### config.mk
export PLATFORM = sky130hd
export DESIGN_NAME = resistive_touch_sample_processor_top
export DESIGN_NICKNAME = d
export VERILOG_FILES = /design/src/hw/rtl/rtsp_pkg.sv /design/src/hw/rtl/rtsp_divider.sv /design/src/hw/rtl/rtsp_front.sv /design/src/hw/rtl/rtsp_queue.sv /design/src/hw/rtl/rtsp_back.sv /design/src/hw/rtl/resistive_touch_sample_processor_top.sv
export SDC_FILE = /design/constraint.sdc
export NUM_CORES = 1
export LEC_CHECK = 0
export BUFFER_PORTS_ARGS = -buffer_cell sky130_fd_sc_hd__buf_2
export CAP_MARGIN = 25
export CORE_ASPECT_RATIO = 2
export CORE_MARGIN = 2
export CORE_UTILIZATION = 40
export CTS_CLUSTER_SIZE = 16
export DETAILED_ROUTE_END_ITERATION = 10
export PLACE_DENSITY = 0.6
export RECOVER_POWER = 100
export SYNTH_ARGS = -nofsm -noshare
export SYNTH_HDL_FRONTEND = slang
export SYNTH_HIERARCHICAL = 1
export SYNTH_SLANG_ARGS = --single-unit
### constraint.sdc
create_clock -name clk -period 20.3 [get_ports clk]
set_input_delay 1.015 -clock clk [delete_from_list [all_inputs] [get_ports clk]]
set_output_delay 1.015 -clock clk [all_outputs]
set_load 0.01 [all_outputs]
### src/hw/rtl/rtsp_pkg.sv
// Shared types and constants of the resistive touch sample processor.
package rtsp_pkg;

    localparam int unsigned RAW_W   = 12;
    localparam int unsigned PRESS_W = 16;
    localparam int unsigned PT_W    = 16;
    localparam int unsigned SCR_W   = 9;

    localparam logic [RAW_W-1:0]   FULL_SCALE = 12'd4095;
    localparam logic [PRESS_W-1:0] PRESS_MAX  = 16'hFFFF;
    localparam logic [PT_W-1:0]    NO_POINT   = 16'hFFFF;

    localparam logic [1:0] PHASE_RELEASED = 2'd0;
    localparam logic [1:0] PHASE_PRESSED  = 2'd1;
    localparam logic [1:0] PHASE_MOVING   = 2'd2;

    localparam logic [2:0] REG_THRESHOLD  = 3'd0;
    localparam logic [2:0] REG_CAL_X_LOW  = 3'd1;
    localparam logic [2:0] REG_CAL_X_HIGH = 3'd2;
    localparam logic [2:0] REG_CAL_Y_LOW  = 3'd3;
    localparam logic [2:0] REG_CAL_Y_HIGH = 3'd4;
    localparam logic [2:0] REG_SWAP       = 3'd5;
    localparam logic [2:0] REG_MIRROR_X   = 3'd6;
    localparam logic [2:0] REG_MIRROR_Y   = 3'd7;

    // One classified sample as it waits in the queue.
    typedef struct packed {
        logic             touch;
        logic [PRESS_W-1:0] pressure;
        logic [RAW_W-1:0] raw_x;
        logic [RAW_W-1:0] raw_y;
    } sample_t;

    typedef struct packed {
        logic [PRESS_W-1:0] threshold;
        logic [RAW_W-1:0]   x_low;
        logic [RAW_W-1:0]   x_high;
        logic [RAW_W-1:0]   y_low;
        logic [RAW_W-1:0]   y_high;
        logic               swap;
        logic               mirror_x;
        logic               mirror_y;
    } cfg_t;

endpackage

### src/hw/rtl/rtsp_divider.sv
// Restoring serial divider, one quotient bit per cycle.
module rtsp_divider #(
    parameter int unsigned N_W = 24,
    parameter int unsigned D_W = 12
) (
    input  logic           clk,
    input  logic           rst_n,
    input  logic           start,
    input  logic [N_W-1:0] numer,
    input  logic [D_W-1:0] denom,
    output logic           done,
    output logic [N_W-1:0] quot
);
    localparam int unsigned CNT_W = $clog2(N_W + 1);

    logic [N_W-1:0]   q_reg, q_next;
    logic [D_W:0]     r_reg, r_next;
    logic [D_W-1:0]   d_reg, d_next;
    logic [CNT_W-1:0] cnt_reg, cnt_next;
    logic             busy_reg, busy_next;
    logic             done_reg, done_next;
    logic [D_W:0]     trial;

    always_comb
    begin
        q_next    = q_reg;
        r_next    = r_reg;
        d_next    = d_reg;
        cnt_next  = cnt_reg;
        busy_next = busy_reg;
        done_next = 1'b0;
        trial     = {r_reg[D_W-1:0], q_reg[N_W-1]};
        if (start)
        begin
            q_next    = numer;
            r_next    = '0;
            d_next    = denom;
            cnt_next  = CNT_W'(N_W);
            busy_next = 1'b1;
        end
        else if (busy_reg)
        begin
            if (trial >= {1'b0, d_reg})
            begin
                r_next = trial - {1'b0, d_reg};
                q_next = {q_reg[N_W-2:0], 1'b1};
            end
            else
            begin
                r_next = trial;
                q_next = {q_reg[N_W-2:0], 1'b0};
            end
            cnt_next = cnt_reg - 1'b1;
            if (cnt_reg == CNT_W'(1))
            begin
                busy_next = 1'b0;
                done_next = 1'b1;
            end
        end
    end

    always_ff @(posedge clk or negedge rst_n)
    begin
        if (!rst_n)
        begin
            busy_reg <= 1'b0;
            done_reg <= 1'b0;
            cnt_reg  <= '0;
        end
        else
        begin
            busy_reg <= busy_next;
            done_reg <= done_next;
            cnt_reg  <= cnt_next;
        end
    end

    always_ff @(posedge clk)
    begin
        q_reg <= q_next;
        r_reg <= r_next;
        d_reg <= d_next;
    end

    assign done = done_reg;
    assign quot = q_reg;
endmodule

### src/hw/rtl/rtsp_front.sv
// Front end: takes samples, works out pressure and qualifies the touch.
module rtsp_front (
    input  logic                    clk,
    input  logic                    rst_n,
    input  logic                    s_tvalid,
    output logic                    s_tready,
    input  logic [48:0]             s_tdata,
    input  logic [15:0]             threshold,
    output logic                    q_valid,
    input  logic                    q_ready,
    output rtsp_pkg::sample_t       q_data
);
    import rtsp_pkg::*;

    typedef enum logic [2:0] {
        F_IDLE = 3'b001,
        F_DIV  = 3'b010,
        F_PUSH = 3'b100
    } fstate_t;

    fstate_t     st_reg, st_next;
    sample_t     smp_reg, smp_next;
    logic        div_start;
    logic        div_done;
    logic [23:0] div_q;
    logic [RAW_W-1:0] z1, z2;
    logic        pen;
    logic [PRESS_W-1:0] press;

    assign pen = s_tdata[0];
    assign z1  = s_tdata[36:25];
    assign z2  = s_tdata[48:37];
    assign press = (div_q > 24'(PRESS_MAX)) ? PRESS_MAX : div_q[PRESS_W-1:0];

    rtsp_divider #(.N_W(24), .D_W(RAW_W)) u_div (
        .clk   (clk),
        .rst_n (rst_n),
        .start (div_start),
        .numer (24'(z1) * 24'(FULL_SCALE)),
        .denom (z2 - z1),
        .done  (div_done),
        .quot  (div_q)
    );

    always_comb
    begin
        st_next   = st_reg;
        smp_next  = smp_reg;
        div_start = 1'b0;
        unique case (st_reg)
            F_IDLE:
            begin
                if (s_tvalid)
                begin
                    smp_next.raw_x    = s_tdata[12:1];
                    smp_next.raw_y    = s_tdata[24:13];
                    smp_next.pressure = '0;
                    smp_next.touch    = 1'b0;
                    if (!pen)
                    begin
                        smp_next.raw_x = '0;
                        smp_next.raw_y = '0;
                        st_next = F_PUSH;
                    end
                    else if (z2 > z1 && z1 != '0)
                    begin
                        div_start = 1'b1;
                        st_next   = F_DIV;
                    end
                    else
                    begin
                        smp_next.touch = (threshold == '0);
                        st_next = F_PUSH;
                    end
                end
            end
            F_DIV:
            begin
                if (div_done)
                begin
                    smp_next.pressure = press;
                    smp_next.touch    = (press >= threshold);
                    st_next = F_PUSH;
                end
            end
            F_PUSH:
            begin
                if (q_ready)
                    st_next = F_IDLE;
            end
            default: st_next = F_IDLE;
        endcase
    end

    always_ff @(posedge clk or negedge rst_n)
    begin
        if (!rst_n)
            st_reg <= F_IDLE;
        else
            st_reg <= st_next;
    end

    always_ff @(posedge clk)
    begin
        smp_reg <= smp_next;
    end

    assign s_tready = (st_reg == F_IDLE);
    assign q_valid  = (st_reg == F_PUSH);
    assign q_data   = smp_reg;

    a_nodiv_accept: assert property (@(posedge clk) disable iff (!rst_n)
        (st_reg == F_DIV) |-> !s_tready) else $error("accepted during division");
    a_done_push: assert property (@(posedge clk) disable iff (!rst_n)
        (st_reg == F_DIV && div_done) |=> q_valid) else $error("division result lost");
    a_hold: assert property (@(posedge clk) disable iff (!rst_n)
        (q_valid && !q_ready) |=> (q_valid && $stable(q_data))) else $error("queue entry moved");
endmodule

### src/hw/rtl/rtsp_queue.sv
// Two-entry queue between front end and back end.
module rtsp_queue (
    input  logic              clk,
    input  logic              rst_n,
    input  logic              in_valid,
    output logic              in_ready,
    input  rtsp_pkg::sample_t in_data,
    output logic              out_valid,
    input  logic              out_ready,
    output rtsp_pkg::sample_t out_data
);
    import rtsp_pkg::*;

    sample_t    mem_reg [2];
    logic       wp_reg, rp_reg;
    logic [1:0] cnt_reg;
    logic       push, pop;

    assign in_ready  = (cnt_reg != 2'd2);
    assign out_valid = (cnt_reg != 2'd0);
    assign push = in_valid && in_ready;
    assign pop  = out_valid && out_ready;
    assign out_data = mem_reg[rp_reg];

    always_ff @(posedge clk or negedge rst_n)
    begin
        if (!rst_n)
        begin
            wp_reg  <= 1'b0;
            rp_reg  <= 1'b0;
            cnt_reg <= 2'd0;
        end
        else
        begin
            if (push) wp_reg <= ~wp_reg;
            if (pop)  rp_reg <= ~rp_reg;
            cnt_reg <= cnt_reg + {1'b0, push} - {1'b0, pop};
        end
    end

    always_ff @(posedge clk)
    begin
        if (push) mem_reg[wp_reg] <= in_data;
    end
endmodule

### src/hw/rtl/rtsp_back.sv
// Back end: calibration mapping, orientation, smoothing and result register.
module rtsp_back #(
    parameter int unsigned DISPLAY_WIDTH  = 320,
    parameter int unsigned DISPLAY_HEIGHT = 480,
    parameter int unsigned JUMP_LIMIT     = 10
) (
    input  logic              clk,
    input  logic              rst_n,
    input  logic              q_valid,
    output logic              q_ready,
    input  rtsp_pkg::sample_t q_data,
    input  rtsp_pkg::cfg_t    cfg,
    output logic              m_tvalid,
    input  logic              m_tready,
    output logic [63:0]       m_tdata
);
    import rtsp_pkg::*;

    localparam logic [12:0] TOP_X = 13'(DISPLAY_WIDTH - 1);
    localparam logic [12:0] TOP_Y = 13'(DISPLAY_HEIGHT - 1);

    typedef enum logic [4:0] {
        B_IDLE = 5'b00001,
        B_DX   = 5'b00010,
        B_DY   = 5'b00100,
        B_SMTH = 5'b01000,
        B_OUT  = 5'b10000
    } bstate_t;

    bstate_t     st_reg, st_next;
    sample_t     smp_reg;
    logic [12:0] mx_reg, my_reg;
    logic [PT_W-1:0] sx_reg, sy_reg;
    logic        was_reg;
    logic [63:0] res_reg;
    logic        dstart;
    logic        ddone;
    logic [23:0] dq;
    logic        ysel;
    logic [RAW_W-1:0] v, lo, hi, vc, num_v, den_v;
    logic [12:0] top;
    logic [12:0] x, y, ew, eh, t;
    logic [PT_W-1:0] nx, ny, dxa, dya, fx, fy;
    logic [17:0] mixx, mixy;

    assign ysel = (st_reg == B_DX);
    assign v    = ysel ? q_data.raw_y : q_data.raw_x;
    assign lo   = ysel ? cfg.y_low  : cfg.x_low;
    assign hi   = ysel ? cfg.y_high : cfg.x_high;
    assign top  = ysel ? TOP_Y : TOP_X;
    always_comb
    begin
        vc = v;
        if (vc < lo) vc = lo;
        if (vc > hi) vc = hi;
    end
    assign num_v = vc - lo;
    assign den_v = hi - lo;

    // The raw sample for the Y pass still sits at the head of the queue.
    rtsp_divider #(.N_W(24), .D_W(RAW_W)) u_div (
        .clk   (clk),
        .rst_n (rst_n),
        .start (dstart),
        .numer (24'(num_v) * 24'(top)),
        .denom (den_v),
        .done  (ddone),
        .quot  (dq)
    );

    always_comb
    begin
        x  = mx_reg;
        y  = my_reg;
        ew = 13'(DISPLAY_WIDTH);
        eh = 13'(DISPLAY_HEIGHT);
        if (cfg.swap)
        begin
            t = x; x = y; y = t;
            ew = 13'(DISPLAY_HEIGHT);
            eh = 13'(DISPLAY_WIDTH);
        end
        else
            t = '0;
        if (cfg.mirror_x) x = (x < ew) ? (ew - 13'd1 - x) : 13'd0;
        if (cfg.mirror_y) y = (y < eh) ? (eh - 13'd1 - y) : 13'd0;
        if (x >= ew) x = ew - 13'd1;
        if (y >= eh) y = eh - 13'd1;
        nx   = PT_W'(x);
        ny   = PT_W'(y);
        dxa  = (nx > sx_reg) ? nx - sx_reg : sx_reg - nx;
        dya  = (ny > sy_reg) ? ny - sy_reg : sy_reg - ny;
        mixx = 18'(sx_reg) * 18'd3 + 18'(nx);
        mixy = 18'(sy_reg) * 18'd3 + 18'(ny);
        if (sx_reg == NO_POINT || sy_reg == NO_POINT
            || dxa > PT_W'(JUMP_LIMIT) || dya > PT_W'(JUMP_LIMIT))
        begin
            fx = nx;
            fy = ny;
        end
        else
        begin
            fx = mixx[17:2];
            fy = mixy[17:2];
        end
    end

    always_comb
    begin
        st_next = st_reg;
        dstart  = 1'b0;
        unique case (st_reg)
            B_IDLE:
                if (q_valid && !m_tvalid)
                begin
                    if (q_data.touch)
                    begin
                        dstart  = 1'b1;
                        st_next = B_DX;
                    end
                    else
                        st_next = B_OUT;
                end
            B_DX:
                if (ddone)
                begin
                    dstart  = 1'b1;
                    st_next = B_DY;
                end
            B_DY:   if (ddone) st_next = B_SMTH;
            B_SMTH: st_next = B_OUT;
            B_OUT:  st_next = B_IDLE;
            default: st_next = B_IDLE;
        endcase
    end

    assign q_ready = (st_reg == B_OUT);

    always_ff @(posedge clk or negedge rst_n)
    begin
        if (!rst_n)
        begin
            st_reg   <= B_IDLE;
            sx_reg   <= NO_POINT;
            sy_reg   <= NO_POINT;
            was_reg  <= 1'b0;
            m_tvalid <= 1'b0;
        end
        else
        begin
            st_reg <= st_next;
            if (m_tvalid && m_tready) m_tvalid <= 1'b0;
            if (st_reg == B_SMTH)
            begin
                sx_reg <= fx;
                sy_reg <= fy;
            end
            if (st_reg == B_OUT)
            begin
                m_tvalid <= 1'b1;
                was_reg  <= smp_reg.touch;
            end
        end
    end

    always_ff @(posedge clk)
    begin
        if (st_reg == B_IDLE) smp_reg <= q_data;
        if (st_reg == B_IDLE) begin mx_reg <= '0; my_reg <= '0; end
        if (st_reg == B_DX && ddone)
            mx_reg <= (cfg.x_high == cfg.x_low) ? 13'd0 : dq[12:0];
        if (st_reg == B_DY && ddone)
            my_reg <= (cfg.y_high == cfg.y_low) ? 13'd0 : dq[12:0];
        if (st_reg == B_OUT)
        begin
            if (smp_reg.touch)
                res_reg <= {3'd0, smp_reg.raw_y, smp_reg.raw_x, smp_reg.pressure,
                            sy_reg[SCR_W-1:0], sx_reg[SCR_W-1:0],
                            was_reg ? PHASE_MOVING : PHASE_PRESSED, 1'b1};
            else
                res_reg <= {3'd0, 24'd0, smp_reg.pressure, 18'd0, PHASE_RELEASED, 1'b0};
        end
    end

    assign m_tdata = res_reg;

    a_busy_out: assert property (@(posedge clk) disable iff (!rst_n)
        (st_reg == B_OUT) |-> !m_tvalid) else $error("result overwritten");
    a_pop: assert property (@(posedge clk) disable iff (!rst_n)
        q_ready |-> q_valid) else $error("pop of empty queue");
    a_rel: assert property (@(posedge clk) disable iff (!rst_n)
        (m_tvalid && !m_tdata[0]) |-> (m_tdata[2:1] == PHASE_RELEASED))
        else $error("released phase wrong");
endmodule

### src/hw/rtl/resistive_touch_sample_processor_top.sv
// Top level of the resistive touch sample processor.
// A touching sample passes through the front end, which runs a 24-step serial
// pressure division, and then the back end, which runs two 24-step serial
// divisions for the X and Y calibration mapping, smooths and registers the result.
// A pen-up sample skips both the pressure division and the mapping, and a weak
// press skips only the mapping.
// A two-entry queue lets the two halves overlap, so the sustained rate is set by the
// back end, which takes no new sample until its last result has been taken.
module resistive_touch_sample_processor_top #(
    parameter int unsigned DISPLAY_WIDTH  = 320,
    parameter int unsigned DISPLAY_HEIGHT = 480,
    parameter int unsigned JUMP_LIMIT     = 10
) (
    input  logic        clk,
    input  logic        rst_n,
    input  logic        s_tvalid,
    output logic        s_tready,
    // pen_down, adc_x, adc_y, adc_z1, adc_z2 from bit 0 up
    input  logic [55:0] s_tdata,
    output logic        m_tvalid,
    input  logic        m_tready,
    // touch_valid, touch_phase, screen_x, screen_y, touch_pressure,
    // echo_raw_x, echo_raw_y from bit 0 up
    output logic [63:0] m_tdata,
    input  logic        cfg_we,
    input  logic [2:0]  cfg_index,
    input  logic [15:0] cfg_data
);
    import rtsp_pkg::*;

    cfg_t    cfg_reg;
    logic    fq_valid, fq_ready, qb_valid, qb_ready;
    sample_t fq_data, qb_data;

    always_ff @(posedge clk or negedge rst_n)
    begin
        if (!rst_n)
        begin
            cfg_reg.threshold <= 16'd100;
            cfg_reg.x_low     <= 12'd200;
            cfg_reg.x_high    <= 12'd3900;
            cfg_reg.y_low     <= 12'd200;
            cfg_reg.y_high    <= 12'd3900;
            cfg_reg.swap      <= 1'b0;
            cfg_reg.mirror_x  <= 1'b0;
            cfg_reg.mirror_y  <= 1'b0;
        end
        else if (cfg_we)
        begin
            unique case (cfg_index)
                REG_THRESHOLD:  cfg_reg.threshold <= cfg_data;
                REG_CAL_X_LOW:  cfg_reg.x_low     <= cfg_data[11:0];
                REG_CAL_X_HIGH: cfg_reg.x_high    <= cfg_data[11:0];
                REG_CAL_Y_LOW:  cfg_reg.y_low     <= cfg_data[11:0];
                REG_CAL_Y_HIGH: cfg_reg.y_high    <= cfg_data[11:0];
                REG_SWAP:       cfg_reg.swap      <= cfg_data[0];
                REG_MIRROR_X:   cfg_reg.mirror_x  <= cfg_data[0];
                REG_MIRROR_Y:   cfg_reg.mirror_y  <= cfg_data[0];
                default: ;
            endcase
        end
    end

    rtsp_front u_front (
        .clk       (clk),
        .rst_n     (rst_n),
        .s_tvalid  (s_tvalid),
        .s_tready  (s_tready),
        .s_tdata   (s_tdata[48:0]),
        .threshold (cfg_reg.threshold),
        .q_valid   (fq_valid),
        .q_ready   (fq_ready),
        .q_data    (fq_data)
    );

    rtsp_queue u_queue (
        .clk       (clk),
        .rst_n     (rst_n),
        .in_valid  (fq_valid),
        .in_ready  (fq_ready),
        .in_data   (fq_data),
        .out_valid (qb_valid),
        .out_ready (qb_ready),
        .out_data  (qb_data)
    );

    rtsp_back #(
        .DISPLAY_WIDTH  (DISPLAY_WIDTH),
        .DISPLAY_HEIGHT (DISPLAY_HEIGHT),
        .JUMP_LIMIT     (JUMP_LIMIT)
    ) u_back (
        .clk      (clk),
        .rst_n    (rst_n),
        .q_valid  (qb_valid),
        .q_ready  (qb_ready),
        .q_data   (qb_data),
        .cfg      (cfg_reg),
        .m_tvalid (m_tvalid),
        .m_tready (m_tready),
        .m_tdata  (m_tdata)
    );
endmodule

# --- Yosys cells after proc, flatten, opt, wreduce, memory -nomap -nowiden ---
# Memories as Yosys holds them, arrays and structs flattened.
# Index checks and enable logic that the tools add are counted.
totals:
  out_inout_bits: 66
  inputBits: 80
  reg_bits: 392
  elab_cells: 224
  ram_bits: 82
  memories: 1
mem_list:
  columns: ["memory", "words", "word_bits", "rd", "rd_clocked_by_memory_dff", "wr", "line", "rtl"]
  rows:
  - ["u_queue.mem_reg", 2, 41, 1, 0, 1, "rtsp_queue.sv:14", "sample_t mem_reg [2];"]
op_classes:
  mux: 81
  mul: 4
  n_reduce_logical: 33
  n_lt_le_gt_ge: 15
  add_sub_neg: 19
  eq_ne: 28
  bitwise: 2
ops:
  columns: ["op", "count"]
  rows:
  - ["two-way mux 13 bit", 13]
  - ["two-way mux 24 bit", 5]
  - ["two-way mux 12 bit", 7]
  - ["two-way mux 16 bit", 5]
  - ["subtractor 12 bit", 5]
  - ["two-way mux 41 bit", 1]
  - ["two-way mux 5 bit", 8]
  - ["adder 18 x 13 -> 18 bit", 2]
  - ["multiplier 16 x 2 -> 18 bit (second input constant)", 2]
  - ["case mux 17 bit (2 select lines)", 1]
  - ["equality test 16 bit (second input constant)", 2]
  - ["greater-than comparator 13 x 16 -> 1 bit", 2]
  - ["greater-than comparator 16 x 4 -> 1 bit (second input constant)", 2]
  - ["subtractor 13 x 16 -> 16 bit", 2]
  - ["subtractor 16 x 13 -> 16 bit", 2]
  - ["two-way mux 1 bit", 28]
  - [">= comparator 13 x 12 -> 1 bit", 2]
  - [">= comparator 13 x 9 -> 1 bit", 2]
  - ["less-than comparator 13 x 9 -> 1 bit", 2]
  - ["subtractor 13 bit", 2]
  - ["equality test 12 bit", 2]
  - ["greater-than comparator 12 bit", 2]
  - ["greater-than comparator 24 x 16 -> 1 bit (second input constant)", 1]
  - ["multiplier 12 x 12 -> 24 bit (second input constant)", 1]
  - ["other kinds (34)", 81]

# --- Logic depth before layout (Yosys ltp) ---
# Gate-level depths: netlist of run 1.
logic_depth:
  word_depth: 13
  ltp_mapped: 57
  ltp_nobuf: 51

# --- Modules after synthesis ---
# The synthesis of run 1 kept the hierarchy.
by_module_without_submodules:
  columns: ["mod", "area_each_um2", "n_inst", "cells_per_inst", "seq_area_each_um2"]
  rows:
  - ["rtsp_back", 18202.5, 1, 1967, 4860.9]
  - ["rtsp_front", 6135.9, 1, 626, 1307.5]
  - ["rtsp_queue", 3183.1, 1, 150, 2562.5]
  - ["rtsp_divider (u_front.u_div)", 2919.0, 1, 247, 1496.4]
  - ["rtsp_divider (u_back.u_div)", 2916.5, 1, 243, 1496.4]
  - ["resistive_touch_sample_processor_top", 2595.0, 1, 147, 1707.9]

# --- Least setup slack after synthesis of run 1 ---
# Ideal clock, no wire load.
synth_timing:
  kind: "reg2reg"
  start: "register u_back.st_reg[3]"
  end: "register u_back.u_div.q_reg[20], in the netlist u_back/u_div/quot[20] (data pin)"
  period_less_slack_ps: 12510
  t_arrival_ps: 12250
  n_path_buf: 6
  stages_incl_launch_ff: 52
  setup_time_ps: 260
  required_ps: 20040
  setup_slack_ps: 7790
  path_cell_list: "dfrtp_1 buf_2 or3_4 nor2_2 buf_4 buf_1 mux2i_1 inv_1 ha_1 nand2_1 a211oi_1 a311oi_1 a22o_1 o31ai_2 clkbuf_1 mux2_2 ha_1 nand4_1 [16 not listed] fa_1 inv_1 fa_1 fa_1 inv_1 ha_1 o21ai_0 a21boi_0 o21ai_0 a21boi_0 o21ai_0 a21oi_1 o41ai_1 o21ai_0 o21a_1 nor2_1 xnor2_1 mux2_2"
synth_via:
  elab_chain_len: 9
  elab_cells_between_ends: 14
  cone_classes: "add/sub (1); mul (1); order compare (2); eq/ne (2); mux (8)"
synth_rtl:
  columns: ["element", "line", "rtl"]
  rows:
  - ["start, declared", "rtsp_back.sv:30", "bstate_t st_reg, st_next;"]
  - ["start signal, assigned", "rtsp_back.sv:151", "st_reg <= st_next;"]
  - ["equality test 5 x 2 -> 1 bit", "rtsp_back.sv:46, rtsp_back.sv:112", null]
  - ["two-way mux 12 bit, on equally long branches", "rtsp_back.sv:47, rtsp_back.sv:48", null]
  - ["less-than comparator 12 bit", "rtsp_back.sv:54", "if (vc < lo) vc = lo;"]
  - ["two-way mux 12 bit", "rtsp_back.sv:54", null]
  - ["greater-than comparator 12 bit", "rtsp_back.sv:55", "if (vc > hi) vc = hi;"]
  - ["two-way mux 12 bit", "rtsp_back.sv:55", null]
  - ["subtractor 12 bit", "rtsp_back.sv:57", "assign num_v = vc - lo;"]
  - ["multiplier 12 x 13 -> 24 bit", "rtsp_back.sv:65", ".numer (24'(num_v) * 24'(top)),"]
  - ["two-way mux 24 bit (*)", "rtsp_divider.sv:33", "if (start)"]
  - ["via u_back.u_div.q_next[20]", "rtsp_divider.sv:16", "logic [N_W-1:0] q_reg, q_next;"]
  - ["end signal, assigned", "rtsp_divider.sv:80", "q_reg <= q_next;"]
  - ["end, declared", "rtsp_divider.sv:16", null]
# The timed path passes the listed nets; every way through them passes the cells marked *.
# A chain may end at the register's enable or synchronous reset.

# --- Final worst setup path of run 1 ---
# Same ends and word-level chain as after synthesis.

==> flow_metrics.env, run 1 <==
export IMPL_status="finished, violations left"
export IMPL_violations="max-capacitance violations, max-slew violations"
export IMPL_wl_met1_um=30400
export IMPL_numCtsBuffers=48
export IMPL_multiInputGateArea_um2=20500
export IMPL_maxSlewHeadroom_pct=-169
export IMPL_wirelength_um=94600
export IMPL_clockBufferDepth=3
export IMPL_end_kind="flop"
export IMPL_synth_edf_count=323
export IMPL_die_w_um=216
export IMPL_rows=155
export IMPL_start_util_pct=40.3
export IMPL_place_area_um2=37900
export IMPL_ys_warn_count=6
export IMPL_clkSinkCount=474
export IMPL_finalMaxSlewViolations=658
export IMPL_netlist_area_um2=36000
export IMPL_grt_first_pass_wirelength_um=147000
export IMPL_antenna_found_initial=18
export IMPL_max_stage_delay_ps=1670
export IMPL_top_layer="met5"
export IMPL_grtUsageTotal_pct=20.5
export IMPL_largest_register_ffs=82
export IMPL_grt_pass1_vias=26771
export IMPL_hold_violations=0
export IMPL_fillers=8610
export IMPL_clock_latency_ps=640
export IMPL_setup_tns_ps=0
export IMPL_wl_per_cell_um=20.0
export IMPL_dp_cells=4632
export IMPL_setup_violations=0
export IMPL_min_path_cells=0
export IMPL_worstPathRequired_ps=20660
export IMPL_root_buffer="clkbuf_16"
export IMPL_crit_slowest_cell="clkbuf_1"
export IMPL_cp_max_fo=32
export IMPL_final_cell_mix="417 x inv_1, 323 x edfxtp_1, 322 x ha_1"
export IMPL_dieArea_um2=92400
export IMPL_timing_rr_start="u_back/st_reg[3]"
export IMPL_rsz0062_at_grt="no"
export IMPL_cp_num_buf_inv=6
export IMPL_period_minus_slack_ps=16520
export IMPL_fin_cells=4725
export IMPL_worstHoldStart="u_back/smp_reg[24]"
export IMPL_via_per_inst=5.31
export IMPL_grt_overflow=0
export IMPL_cts_tree="yes"
export IMPL_layout_commonest_cell="inv_1"
export IMPL_seq_area_um2=13400
export IMPL_r2r_setup_slack_ps=3780
export IMPL_ys_seq_elements=474
export IMPL_dr_wl_met2_um=53900
export IMPL_drc=0
export IMPL_wl_met3_um=3560
export IMPL_core_region_area_um2=89200
export IMPL_yosysUniqueCellTypes=120
export IMPL_max_cap_violations=15
export IMPL_pin_count=146
export IMPL_synth_cells=3380
export IMPL_post_cts_setup_buffer_count=0
export IMPL_period_share_pct=81.4
export IMPL_syn2layout_area_growth_pct=9.37
export IMPL_drt_first_pass_iters=5
export IMPL_stdcell_area_um2=39300
export IMPL_nNetsFinal=4068
export IMPL_path_delay_family="compound AO/OA/AOI/OAI gates"
export IMPL_fin_skew_ps=35.7
export IMPL_tightest_slew_ps=4040
export IMPL_clkSlewWorstSetupHoldPaths_ps=70
export IMPL_rr_worst_depth=47
export IMPL_cts_repair_resized=0
export IMPL_htree_levels=2
export IMPL_dp_hpwl_um=75900
export IMPL_gp_congestion=0.956
export IMPL_holdPathEnd="u_back/m_tdata[21]"
export IMPL_max_freq_mhz=60.5
export IMPL_yosysSeqAreaShare_pct=37.4
export IMPL_syn_area_per_cell_um2=10.6
export IMPL_crit_type="flop to flop"
export IMPL_die_y_um=428
export IMPL_vias=25075
export IMPL_grt_max_degree=71
export IMPL_hold_class="flop to flop"
export IMPL_async_flop_share_pct=26.8
export IMPL_drtIter0Drc=1118
export IMPL_ant_nets=0
export IMPL_place_port_buffers=135
export IMPL_drive_above_1_share_pct=12.5
export IMPL_synthFlopType="edfxtp_1"
export IMPL_cts_hold_buf=0
export IMPL_timing_rr_end="u_back/u_div/quot[20]"
export IMPL_arrival_ps=16880
export IMPL_cp_start_kind="flop"
[worst max path at each step]
stage                                 from                     to  slack, ps  cells after the start
after floorplan           u_back/st_reg[3]  u_back/u_div/quot[20]       7790                     51
after global placement    u_back/st_reg[3]  u_back/u_div/quot[20]       6300                     47
after detailed placement  u_back/st_reg[3]  u_back/u_div/quot[20]       6210                     47
after CTS                 u_back/st_reg[3]  u_back/u_div/quot[20]       6210                     47
after global routing      u_back/st_reg[3]  u_back/u_div/quot[20]       2920                     50
final                     u_back/st_reg[3]  u_back/u_div/quot[20]       3780                     47
[cell type report]
type                       count  area share, %
multi-input combinational   2404           52.1
sequential                   474           34.2
inverter                     421           4.02
tap                         1177           3.75
clock buffer                  55           3.18
timing repair buffer         159           1.81
clock inverter                34           1.01
antenna                        1        0.00636
[synthesized netlist by cell type, drive strengths merged (9+ instances only)]
master / number / area [µm²]
mux2i: 94 / 941
nor2: 199 / 752
o21ai: 119 / 596
clkbuf: 50 / 189
or2: 21 / 131
or3: 10 / 67.6
and2: 104 / 651
buf: 59 / 354
a21boi: 14 / 105
o21bai: 16 / 120
and3: 12 / 76.3
dfrtp: 68 / 1700
a211oi: 37 / 303
edfxtp: 323 / 9700
xnor2: 134 / 1200
o21a: 30 / 225
nand2b: 52 / 325
nand2: 187 / 702
xor2: 42 / 375
nor4: 14 / 93.8
a211o: 11 / 96.3
dfstp: 59 / 1550
a221oi: 10 / 93.8
nor3b: 11 / 87.6
nand4: 38 / 244
mux2: 180 / 2030
a21oi: 144 / 732
dfxtp: 24 / 480
nor2b: 61 / 389
a31oi: 21 / 131
o221ai: 9 / 91.3
nand3: 45 / 230
a21o: 42 / 315
ha: 322 / 4030
o31ai: 28 / 264
o211ai: 21 / 176
o31a: 14 / 131
fa: 158 / 3160
inv: 420 / 1580
nor3: 41 / 215
[stage by stage]
stage	hold WS [ps]	util (%)	worst slack, ps
floorplan	400	-	7790
global placement	403	42.4	6300
detailed placement	405	42.5	6210
CTS	391	44.3	6210
global route	421	44.1	2920
finish	417	44.1	3780
[cell families (layout without fill, tap and decap cells)]
kind of cell / count (synthesis) / after routing / synth area share (%)
xor gates and xnor gates: 177 / 177 / 4.44
and+or+nand+nor: 842 / 842 / 12.3
muxes: 275 / 275 / 8.33
adders and majority gates: 484 / 484 / 20.1
AOI/OAI and AO/OA: 596 / 596 / 11.5
DFF: 474 / 474 / 37.4
buffers and inverters: 530 / 669 / 5.91
other: 2 / 31 / 0.0209
[per-layer routing]
| layer | vias up | global-route usage, % |
|---|---|---|
| li1 | 12024 | - |
| met5 | - | 0 |
| met4 | 34 | 12.8 |
| met3 | 270 | 3.38 |
| met2 | 510 | 41.6 |
| met1 | 12237 | 18.2 |
Power of run 1 is left out: the tool's default activity adds up to more than one toggle a clock period on the data nets, which glitch-free logic cannot reach.
==> run 2: changes to the inputs <==
Settings changed: ABC_AREA set to 1, PLACE_DENSITY 0.6 to 0.62.
Clock period 20.3 ns to 14.7 ns, I/O delays scaled along.
==> flow_metrics.env, run 2 <==
export IMPL_drc=0
export IMPL_path_delay_family="simple AND/OR/NAND/NOR gates"
export IMPL_period_minus_slack_ps=12640
export IMPL_die_w_um=219
export IMPL_synth_top_cells_by_area="edfxtp_1 26%, nand2_1 13%, ha_1 11%"
export IMPL_tightest_slew_ps=3950
export IMPL_max_stage_delay_ps=660
export IMPL_worstHoldStart="m_tready"
export IMPL_nNetsFinal=5155
export IMPL_crit_slowest_cell="nand3_2"
export IMPL_start_util_pct=40.4
export IMPL_cts_tree="yes"
export IMPL_synthFlopType="edfxtp_1"
export IMPL_grt_pass1_vias=29679
export IMPL_dp_hpwl_um=78500
export IMPL_grtUsageTotal_pct=20.8
export IMPL_n_antenna_cell=0
export IMPL_clkSlewWorstSetupHoldPaths_ps=70
export IMPL_netlist_area_um2=37000
export IMPL_drt_first_pass_iters=5
export IMPL_cp_max_fo=29
export IMPL_ant_nets=0
export IMPL_rr_worst_depth=54
export IMPL_netlist_top_cells_count="1,317 x nand2_1, 751 x inv_1, 323 x edfxtp_1, 322 x ha_1, 227 x nor2_1"
export IMPL_rsz0062_at_grt="no"
export IMPL_hold_violations=0
export IMPL_hold_class="input pin to flop"
export IMPL_grt_max_degree=77
export IMPL_wl_met1_um=31700
export IMPL_max_freq_mhz=79.1
export IMPL_fillers=9215
export IMPL_wl_met3_um=3010
export IMPL_r2r_setup_slack_ps=2060
export IMPL_violations="max-capacitance violations, max-slew violations"
export IMPL_cp_start_kind="flop"
export IMPL_final_cell_mix="1,325 x nand2_1, 753 x inv_1, 323 x edfxtp_1"
export IMPL_htree_levels=2
export IMPL_layout_commonest_cell="nand2_1"
export IMPL_finalMaxSlewViolations=595
export IMPL_cp_common_cell="nand2_1"
export IMPL_vias=29156
export IMPL_async_flop_share_pct=26.8
export IMPL_synth_top_area_share_pct=26.2
export IMPL_worstPathRequired_ps=15180
export IMPL_grt_overflow=0
export IMPL_timing_rr_start="u_back/st_reg[3]"
export IMPL_setup_tns_ps=0
export IMPL_numCtsBuffers=49
export IMPL_dieArea_um2=95200
export IMPL_cp_num_buf_inv=7
export IMPL_grt_first_pass_wirelength_um=153000
export IMPL_top_layer="met5"
export IMPL_maxSlewHeadroom_pct=-163
export IMPL_synth_top_area_cell="edfxtp_1"
export IMPL_cts_hold_buf=0
export IMPL_ys_warn_count=6
export IMPL_end_kind="flop"
export IMPL_setup_violations=0
export IMPL_post_cts_setup_buffer_count=0
export IMPL_drive_above_1_share_pct=7.27
export IMPL_crit_type="flop to flop"
export IMPL_dr_wl_met2_um=57600
export IMPL_status="finished, violations left"
export IMPL_clkSinkCount=474
export IMPL_yosysMostFrequentCell="nand2_1"
export IMPL_min_path_cells=2
export IMPL_drtIter0Drc=1311
export IMPL_syn2layout_area_growth_pct=8.99
export IMPL_cts_repair_resized=0
export IMPL_via_per_inst=5.00
export IMPL_timing_rr_end="u_back/u_div/quot[20]"
export IMPL_gp_congestion=0.958
export IMPL_rows=157
export IMPL_antenna_found_initial=15
export IMPL_clockBufferDepth=3
export IMPL_synth_cells=4474
export IMPL_wirelength_um=98400
export IMPL_wl_per_cell_um=16.9
export IMPL_fin_skew_ps=52.9
export IMPL_syn_area_per_cell_um2=8.28
export IMPL_clock_latency_ps=640
export IMPL_largest_register_ffs=82
export IMPL_yosysUniqueCellTypes=72
export IMPL_root_buffer="clkbuf_16"
export IMPL_die_y_um=434
export IMPL_arrival_ps=13120
export IMPL_yosysSeqAreaShare_pct=36.3
export IMPL_place_port_buffers=135
export IMPL_period_share_pct=86.0
export IMPL_core_region_area_um2=91700
export IMPL_synth_edf_count=323
export IMPL_ys_seq_elements=474
export IMPL_pin_count=146
export IMPL_holdPathEnd="u_back/m_tvalid"
export IMPL_max_cap_violations=15
## run 2: cell types whose count changed after synthesis, sizes merged, moves of 61 or more
cell	change
and2	-98
inv	+358
mux2	-180
mux2i	-77
nand2	+1168
nand3	+161
nor2b	-61
xnor2	-77
xor2	+82
## run 2: kinds of logic (layout without fill, tap and decap cells)
family          Yosys count  in the layout  share of synthesized area (%)
compound gates          442            442                           6.77
xor+xnor                181            181                           4.33
fa+ha+maj               480            480                           19.4
buf+inv                 899           1033                           9.80
flops                   474            474                           36.3
mux                      17             17                          0.460
other cells               2             30                         0.0203
simple gates           1979           1979                           22.9
## run 2: metal layers
metal  GRT usage [%]  vias up
li1                -    14425
met1            18.2    13804
met2            43.7      605
met3            2.54      294
met4            11.5       28
met5               0        -
## run 2: worst max path at each step
stage | slack [ps] | cells after the start | end | start
after floorplan | 4270 | 61 | u_back/u_div/quot[20] | u_back/st_reg[0]
after global placement | 2520 | 54 | u_back/u_div/quot[20] | u_back/st_reg[3]
after detailed placement | 2420 | 54 | u_back/u_div/quot[20] | u_back/st_reg[3]
after CTS | 2350 | 53 | u_back/u_div/quot[20] | u_back/st_reg[3]
after global routing | 780 | 54 | u_back/u_div/quot[20] | u_back/st_reg[3]
final | 2060 | 54 | u_back/u_div/quot[20] | u_back/st_reg[3]
## run 2: final cells by class
type / count / area [µm²] / area share (%)
Multi-Input combinational cell: 3129 / 20000 / 49.6
Clock inverter: 25 / 337 / 0.834
Inverter: 781 / 2940 / 7.28
Sequential cell: 474 / 13400 / 33.3
Clock buffer: 67 / 1450 / 3.60
Tap cell: 1192 / 1490 / 3.70
Timing Repair Buffer: 160 / 711 / 1.76
## run 2: per-stage QoR
| step | setup WS, ps | hold WS, ps | std cells | cell area (µm²) | util [%] |
|---|---|---|---|---|---|
| after floorplan | 4270 | 400 | 4502 | 37100 | - |
| after global placement | 2520 | 403 | 5729 | 38800 | 42.3 |
| after detailed placement | 2420 | 405 | 5731 | 38800 | 42.3 |
| after CTS | 2350 | 67.2 | 5823 | 40600 | 44.3 |
| after global routing | 780 | 249 | 5828 | 40400 | 44.0 |
| final | 2060 | 270 | 5828 | 40400 | 44.0 |
Power of run 2 is left out for the same reason.
